## src/sv/msr_pkg.sv

```systemverilog
// Shared types and constants for the motor soft-start ramp unit.
`default_nettype none

package msr_pkg;

	localparam int unsigned SpeedW   = 8;
	localparam int unsigned HoldW    = 16;
	localparam int unsigned CfgIdxW  = 2;
	localparam int unsigned CfgDataW = 16;
	localparam int unsigned InDataW  = 16;
	localparam int unsigned OutDataW = 16;

	typedef logic [SpeedW-1:0] speed_t;
	typedef logic [HoldW-1:0]  hold_t;

	typedef enum logic {
		KIND_TICK    = 1'b0,
		KIND_COMMAND = 1'b1
	} item_kind_t;

	typedef enum logic [CfgIdxW-1:0] {
		CFG_RAMP_STEP       = 2'd0,
		CFG_SLOW_ZONE_LIMIT = 2'd1,
		CFG_SLOW_HOLD_TICKS = 2'd2,
		CFG_FAST_HOLD_TICKS = 2'd3
	} cfg_idx_t;

	localparam speed_t RAMP_STEP_RST       = 8'd2;
	localparam speed_t SLOW_ZONE_LIMIT_RST = 8'd10;
	localparam hold_t  SLOW_HOLD_TICKS_RST = 16'd3000;
	localparam hold_t  FAST_HOLD_TICKS_RST = 16'd500;
	localparam speed_t SPEED_MAX           = 8'hFF;

	typedef struct packed {
		item_kind_t kind;
		logic       run;
		speed_t     target_speed;
		logic       turn_direction;
	} in_item_t;

	typedef struct packed {
		logic   speed_write;
		speed_t speed_value;
		logic   dir_write;
		logic   dir_value;
		logic   driver_enable;
		logic   ramping;
	} out_item_t;

endpackage

`default_nettype wire

```

## src/sv/motor_soft_start_ramp_unit.sv

```systemverilog
// Soft-start speed ramp for one motor driver: tick and command items in, driver updates out.
// Takes one item per clock cycle when the output side keeps up; each accepted item passes through the
// input register and then the result register before its result is presented. The ramp state
// (speed, goal, hold counter, enable, ramp flag) is updated by one combinational step of compare,
// saturating add and counter reload per item, so consecutive items never wait on each other.
// Configuration writes take effect on the next cycle and are meant to be made while idle.
`default_nettype none

module motor_soft_start_ramp_unit
	import msr_pkg::*;
(
	input  wire logic                clk,
	input  wire logic                arst_n,
	// configuration write port
	input  wire logic                cfg_we,
	input  wire logic [CfgIdxW-1:0]  cfg_idx,
	input  wire logic [CfgDataW-1:0] cfg_wdata,
	// input stream
	input  wire logic                s_tvalid,
	output      logic                s_tready,
	input  wire logic [InDataW-1:0]  s_tdata,  // run, target_speed[7:0], turn_direction, pad
	input  wire logic                s_tuser,  // kind
	// result stream
	output      logic                m_tvalid,
	input  wire logic                m_tready,
	output      logic [OutDataW-1:0] m_tdata   // speed_write, speed_value[7:0], dir_write,
	                                           // dir_value, driver_enable, ramping, pad
);

	// configuration registers
	speed_t ramp_step_q;
	speed_t slow_zone_q;
	hold_t  slow_hold_q;
	hold_t  fast_hold_q;

	// ramp state
	speed_t present_q;
	speed_t goal_q;
	logic   ramp_q;
	hold_t  hold_q;
	logic   enabled_q;

	// pipeline
	logic      valid_s1;
	in_item_t  item_s1;
	logic      valid_s2;
	out_item_t out_s2;

	logic adv_s1;
	logic load_s1;

	// next-state logic
	speed_t     pres_n;
	speed_t     goal_n;
	logic       ramp_n;
	hold_t      hold_n;
	logic       en_n;
	out_item_t  res;
	logic [SpeedW:0] sum;

	assign adv_s1   = valid_s1 && (!valid_s2 || m_tready);
	assign s_tready = !valid_s1 || adv_s1;
	assign load_s1  = s_tvalid && s_tready;

	always_ff @(posedge clk or negedge arst_n) begin
		if (!arst_n) begin
			ramp_step_q <= RAMP_STEP_RST;
			slow_zone_q <= SLOW_ZONE_LIMIT_RST;
			slow_hold_q <= SLOW_HOLD_TICKS_RST;
			fast_hold_q <= FAST_HOLD_TICKS_RST;
		end else if (cfg_we) begin
			case (cfg_idx_t'(cfg_idx))
				CFG_RAMP_STEP:       ramp_step_q <= cfg_wdata[SpeedW-1:0];
				CFG_SLOW_ZONE_LIMIT: slow_zone_q <= cfg_wdata[SpeedW-1:0];
				CFG_SLOW_HOLD_TICKS: slow_hold_q <= cfg_wdata[HoldW-1:0];
				CFG_FAST_HOLD_TICKS: fast_hold_q <= cfg_wdata[HoldW-1:0];
				default: ;
			endcase
		end
	end

	always_ff @(posedge clk or negedge arst_n) begin
		if (!arst_n) begin
			valid_s1 <= 1'b0;
		end else if (s_tready) begin
			valid_s1 <= s_tvalid;
		end
	end

	always_ff @(posedge clk) begin
		if (load_s1) begin
			item_s1.kind           <= item_kind_t'(s_tuser);
			item_s1.run            <= s_tdata[0];
			item_s1.target_speed   <= s_tdata[SpeedW:1];
			item_s1.turn_direction <= s_tdata[SpeedW+1];
		end
	end

	always_comb begin
		pres_n = present_q;
		goal_n = goal_q;
		ramp_n = ramp_q;
		hold_n = hold_q;
		en_n   = enabled_q;
		res    = '0;
		sum    = '0;

		if (item_s1.kind == KIND_TICK) begin
			if (hold_q != '0) begin
				hold_n = hold_q - hold_t'(1);
			end
		end else if (item_s1.run) begin
			res.dir_write = 1'b1;
			res.dir_value = item_s1.turn_direction;
			goal_n        = item_s1.target_speed;
			if (item_s1.target_speed > present_q) begin
				ramp_n = 1'b1;
			end else begin
				pres_n          = item_s1.target_speed;
				res.speed_write = 1'b1;
				res.speed_value = item_s1.target_speed;
			end
			en_n = 1'b1;
		end else begin
			pres_n          = '0;
			res.speed_write = 1'b1;
			res.speed_value = '0;
			en_n            = 1'b0;
			ramp_n          = 1'b0;
		end

		if (ramp_n && hold_n == '0) begin
			if (pres_n < goal_n) begin
				sum    = {1'b0, pres_n} + {1'b0, ramp_step_q};
				pres_n = sum[SpeedW] ? SPEED_MAX : sum[SpeedW-1:0];
				hold_n = (pres_n <= slow_zone_q) ? slow_hold_q : fast_hold_q;
			end else begin
				pres_n = goal_n;
				ramp_n = 1'b0;
			end
			res.speed_write = 1'b1;
			res.speed_value = pres_n;
		end

		res.driver_enable = en_n;
		res.ramping       = ramp_n;
	end

	always_ff @(posedge clk or negedge arst_n) begin
		if (!arst_n) begin
			present_q <= '0;
			goal_q    <= '0;
			ramp_q    <= 1'b0;
			hold_q    <= '0;
			enabled_q <= 1'b0;
		end else if (adv_s1) begin
			present_q <= pres_n;
			goal_q    <= goal_n;
			ramp_q    <= ramp_n;
			hold_q    <= hold_n;
			enabled_q <= en_n;
		end
	end

	always_ff @(posedge clk or negedge arst_n) begin
		if (!arst_n) begin
			valid_s2 <= 1'b0;
		end else if (!valid_s2 || m_tready) begin
			valid_s2 <= valid_s1;
		end
	end

	always_ff @(posedge clk) begin
		if (adv_s1) begin
			out_s2 <= res;
		end
	end

	assign m_tvalid = valid_s2;
	assign m_tdata  = {3'b000, out_s2.ramping, out_s2.driver_enable, out_s2.dir_value,
		out_s2.dir_write, out_s2.speed_value, out_s2.speed_write};

	// a stop command clears the speed, the enable and the ramp
	a_stop_clears: assert property (@(posedge clk) disable iff (!arst_n)
		adv_s1 && item_s1.kind == KIND_COMMAND && !item_s1.run
		|=> present_q == '0 && !enabled_q && !ramp_q)
		else $error("stop command left the ramp state set");

	// a run command enables the driver
	a_run_enables: assert property (@(posedge clk) disable iff (!arst_n)
		adv_s1 && item_s1.kind == KIND_COMMAND && item_s1.run |=> enabled_q)
		else $error("run command did not enable the driver");

	// ramp state moves only when an item advances
	a_state_holds: assert property (@(posedge clk) disable iff (!arst_n)
		!adv_s1 |=> $stable(present_q) && $stable(hold_q) && $stable(ramp_q))
		else $error("ramp state changed without an item");

	// the reported flags follow the state that was stored with the result
	a_flags_match: assert property (@(posedge clk) disable iff (!arst_n)
		adv_s1 |=> out_s2.ramping == ramp_q && out_s2.driver_enable == enabled_q)
		else $error("result flags disagree with ramp state");

endmodule

`default_nettype wire
```

## config.mk

```make
export PLATFORM = sky130hd
export DESIGN_NAME = motor_soft_start_ramp_unit
export DESIGN_NICKNAME = d
export VERILOG_FILES = /design/src/sv/msr_pkg.sv /design/src/sv/motor_soft_start_ramp_unit.sv
export SDC_FILE = /design/constraint.sdc
export NUM_CORES = 1
export LEC_CHECK = 0
export BUFFER_PORTS_ARGS = -buffer_cell sky130_fd_sc_hd__buf_2
export CAP_MARGIN = 10
export CORE_ASPECT_RATIO = 0.7
export CORE_UTILIZATION = 25
export CTS_BUF_LIST = sky130_fd_sc_hd__clkbuf_8
export DETAILED_ROUTE_END_ITERATION = 6
export HOLD_SLACK_MARGIN = 0.08
export MAX_ROUTING_LAYER = met4
export PLACE_DENSITY = 0.46
export SYNTH_ARGS = -nofsm -noshare
export SYNTH_HDL_FRONTEND = slang
export SYNTH_SLANG_ARGS = --single-unit
export TNS_END_PERCENT = 10
```

## constraint.sdc

```tcl
create_clock -name clk -period 7.35 [get_ports clk]
set_clock_uncertainty 0.15 [all_clocks]
set_input_delay 1.47 -clock clk [delete_from_list [all_inputs] [get_ports clk]]
set_output_delay 1.47 -clock clk [all_outputs]
set_load 0.1 [all_outputs]
```

==> flow_metrics.env <==
export IMPL_status="complete, but fails checks"
export IMPL_violations="DRC"
export IMPL_synth_top_family_by_area="compound AO/OA/AOI/OAI gates"
export IMPL_final_net_count=708
export IMPL_num_antenna_cells=0
export IMPL_ant_nets=0
export IMPL_slew_headroom=0.363
export IMPL_fmax_mhz=153
export IMPL_grt_pass1_wl_mm=26.6
export IMPL_avgSynthCellArea_um2=10.7
export IMPL_worstPathRequired_ps=7490
export IMPL_hp_class="flop to flop"
export IMPL_wl_per_cell_um=17.1
export IMPL_hold_violations=0
export IMPL_grt_pass1_vias=4621
export IMPL_synth_area_leaders="dfrtp_1, edfxtp_1, mux2_2"
export IMPL_row_count=48
export IMPL_cts_tree="yes"
export IMPL_synth_top_area_frac=0.265
export IMPL_yosysTopAreaCell="dfrtp_1"
export IMPL_path_cells="ha_1 > a211oi_1 > o21bai_1 > o21ai_0 > o21ai_1 > a32oi_1 > inv_1 > ha_1 > a211oi_1 > nor2_1 > o31a_1 > nor4bb_1 > o31ai_1 > ha_1 > nor2b_1 > o22ai_1 > o31a_1 > buf_4 > mux2i_1 > mux2i_1 > o22a_1"
export IMPL_grt_usage=0.134
export IMPL_peakVddDrop_mv=0.146
export IMPL_vias=4808
export IMPL_grt_max_degree=70
export IMPL_p_sw_frac=0.427
export IMPL_antenna_found_initial=0
export IMPL_wl_mm=16.5
export IMPL_muxShareOfSynthArea=0.128
export IMPL_fillerInstances=2588
export IMPL_powerDensity_nw_per_um2=316
export IMPL_intPower_w=0.00129
export IMPL_tns_ps=0
export IMPL_cts_hold_buf=0
export IMPL_synth_most_common_cell="dfrtp_1"
export IMPL_synth_simple_area_share=0.150
export IMPL_synthTopCellsByCount="dfrtp_1, mux2_2, nand2_1"
export IMPL_synth_compound_area_frac=0.162
export IMPL_grt_overflow_total=0
export IMPL_coreArea_um2=24900
export IMPL_chipWidth_um=193
export IMPL_leakage_nw=3.04
export IMPL_netlist_area_um2=6410
export IMPL_synth_warnings=0
export IMPL_cts_setup_buffers=0
export IMPL_slew_viol_final=0
export IMPL_first_pass_iters=7
export IMPL_drt_initial_drc_count=343
export IMPL_io_buffers=48
export IMPL_cts_root_buf="clkbuf_8"
export IMPL_register_area_um2=2840
export IMPL_synthFlopType="dfrtp_1"
export IMPL_worst_setup_path_end_kind="flop"
export IMPL_die_h_um=136
export IMPL_setup_viol=0
export IMPL_gp_congestion=0.871
export IMPL_cpMaxStageDelayCell="o31ai_1"
export IMPL_drc_errors=3
export IMPL_synthXorXnorAreaFrac=0.00273
export IMPL_syn_inst=599
export IMPL_h_tree_depth=3
export IMPL_cts_buffers_inserted=9
export IMPL_clk_latency_ps=410
export IMPL_crit_type="flop to flop"
export IMPL_finalCritPeriodShare=0.891
export IMPL_die_area_um2=26300
export IMPL_place_inst=949
export IMPL_crit_path_max_incr_delay_ps=490
export IMPL_rsz0062_at_grt="no"
export IMPL_yosysSeqAreaShare=0.443
export IMPL_worst_hold_slack_ps=351
export IMPL_critPathMaxFanout=16
export IMPL_cap_violations=0
export IMPL_multi_input_area_um2=3270
export IMPL_pwr_share_comb=0.444
export IMPL_final_area_um2=7150
export IMPL_clk_pin_slew_ps=140
export IMPL_crit_top_cell="ha_1"
export IMPL_cp_arrival_ps=6690
export IMPL_post_dp_cell_area_um2=6940
export IMPL_synthDistinctLibCells=73
export IMPL_crit_family="compound AO/OA/AOI/OAI gates"
export IMPL_period_needed_ps=6550
export IMPL_start_kind="flop"
export IMPL_io_pins=58
export IMPL_cts_sinks=108
export IMPL_cp_num_buf_inv=2
export IMPL_areaGrowthSynthToFinish_pct=11.6
export IMPL_async_flop_share=0.778
export IMPL_dp_hpwl_mm=12.2
export IMPL_layout_drive_gt1_share=0.261
export IMPL_tightest_slew_ps=953
export IMPL_synth_adder_area_share=0.0656
export IMPL_p_sw_w=0.000966
export IMPL_synth_edf_count=24
export IMPL_fin_cells=965
export IMPL_pwr_share_seq=0.381
export IMPL_synth_seq_cells=108
export IMPL_start_util=0.257
export IMPL_drt_vias_per_instance=4.98
export IMPL_clk_path_buf_depth=2
export IMPL_cts_resized=0
export IMPL_pwr_share_clk=0.175
-- cell type report --
class                           count  area share
Timing Repair Buffer               54      0.0402
Sequential cell                   108       0.397
Inverter                           34      0.0178
Clock inverter                      7      0.0128
Tap cell                          325      0.0568
Multi-Input combinational cell    428       0.458
Clock buffer                        9      0.0173
-- routing by layer --
layer,part of all wire,global-route usage,vias up
met1,0.54,0.204,2356
met3,0.051,0.0201,17
li1,-,-,2279
met2,0.39,0.178,156
met4,0.013,0.0369,0
met5,0,-,-
-- cells in the final DEF, fill, tap and decap left out, types with 7 or more instances in the layout --
master,Yosys,layout
edfxtp_1,24,24
ha_1,32,32
mux2_2,57,57
nor2b_1,9,9
nor3_1,14,14
nand2_1,54,54
clkbuf_8,0,9
inv_1,34,34
nor2_1,35,35
a21o_1,8,8
o21ai_0,27,27
buf_2,7,47
mux2i_1,18,18
a2bb2oi_1,8,8
a21oi_1,20,20
dfstp_2,16,16
a211o_1,8,8
a31oi_1,8,8
buf_4,3,7
dfrtp_1,68,68
-- final timing paths --
kind                       cells past startpoint                   from                         end  slack (ps)
max                                           21   item_s1[6]$_DFFE_PP_       hold_q[2]$_DFFE_PN0P_         800
min                                            2  goal_q[4]$_DFFE_PN0P_       goal_q[4]$_DFFE_PN0P_         350
max reg2reg                                   21   item_s1[6]$_DFFE_PP_       hold_q[2]$_DFFE_PN0P_         800
min reg2reg                                    2  goal_q[4]$_DFFE_PN0P_       goal_q[4]$_DFFE_PN0P_         350
max in group asynchronous                      2                 arst_n  ramp_step_q[0]$_DFFE_PN0P_        5100
min in group asynchronous                      1                 arst_n    present_q[7]$_DFFE_PN0P_         770
-- metrics by stage --
step	util	total power (W)	setup WS [ps]
3_3_place_gp	0.278	0.00185	1040
3_5_place_dp	0.278	0.00186	948
6_report	0.287	0.00226	800
2_1_floorplan	-	0.00162	1640
5_1_grt	0.287	0.00243	401
4_1_cts	0.287	0.00228	885
-- worst register-to-register path, delay by kind of cell, from the launching register on --
family / cells / cell delay, ps
AND/OR/NAND/NOR: 3 / 400
AO/OA/AOI/OAI: 11 / 3480
buffers and inverters: 2 / 400
multiplexers: 2 / 550
flip-flops: 1 / 480
adder cells (fa/ha/maj): 3 / 990
-- cells by family after synthesis --
logic type                 Yosys count
AOI/OAI and AO/OA                  142
xor gates and xnor gates             2
adders and majority gates           33
buffers and inverters               65
DFF                                108
muxes                               75
other                                1
and+or+nand+nor                    173
-- power groups by stage --
stage	clock (W)	sequential, W	combinational [W]
floorplan	0	0.000865	0.000758
global placement	0	0.000865	0.000980
detailed placement	0	0.000870	0.000995
CTS	0.000415	0.000858	0.00100
global route	0.000435	0.000880	0.00111
finish	0.000395	0.000860	0.00100
-- sequential cells by signal (all words and copies together), names as in the netlist, 8 cells and up --
name and cells:
slow_zone_q 8, slow_hold_q 16, fast_hold_q 16, item_s1 11, hold_q 16, m_tdata 13, goal_q 8, ramp_step_q 8
present_q 8
No activity file was read; power rests on OpenSTA's default activity.
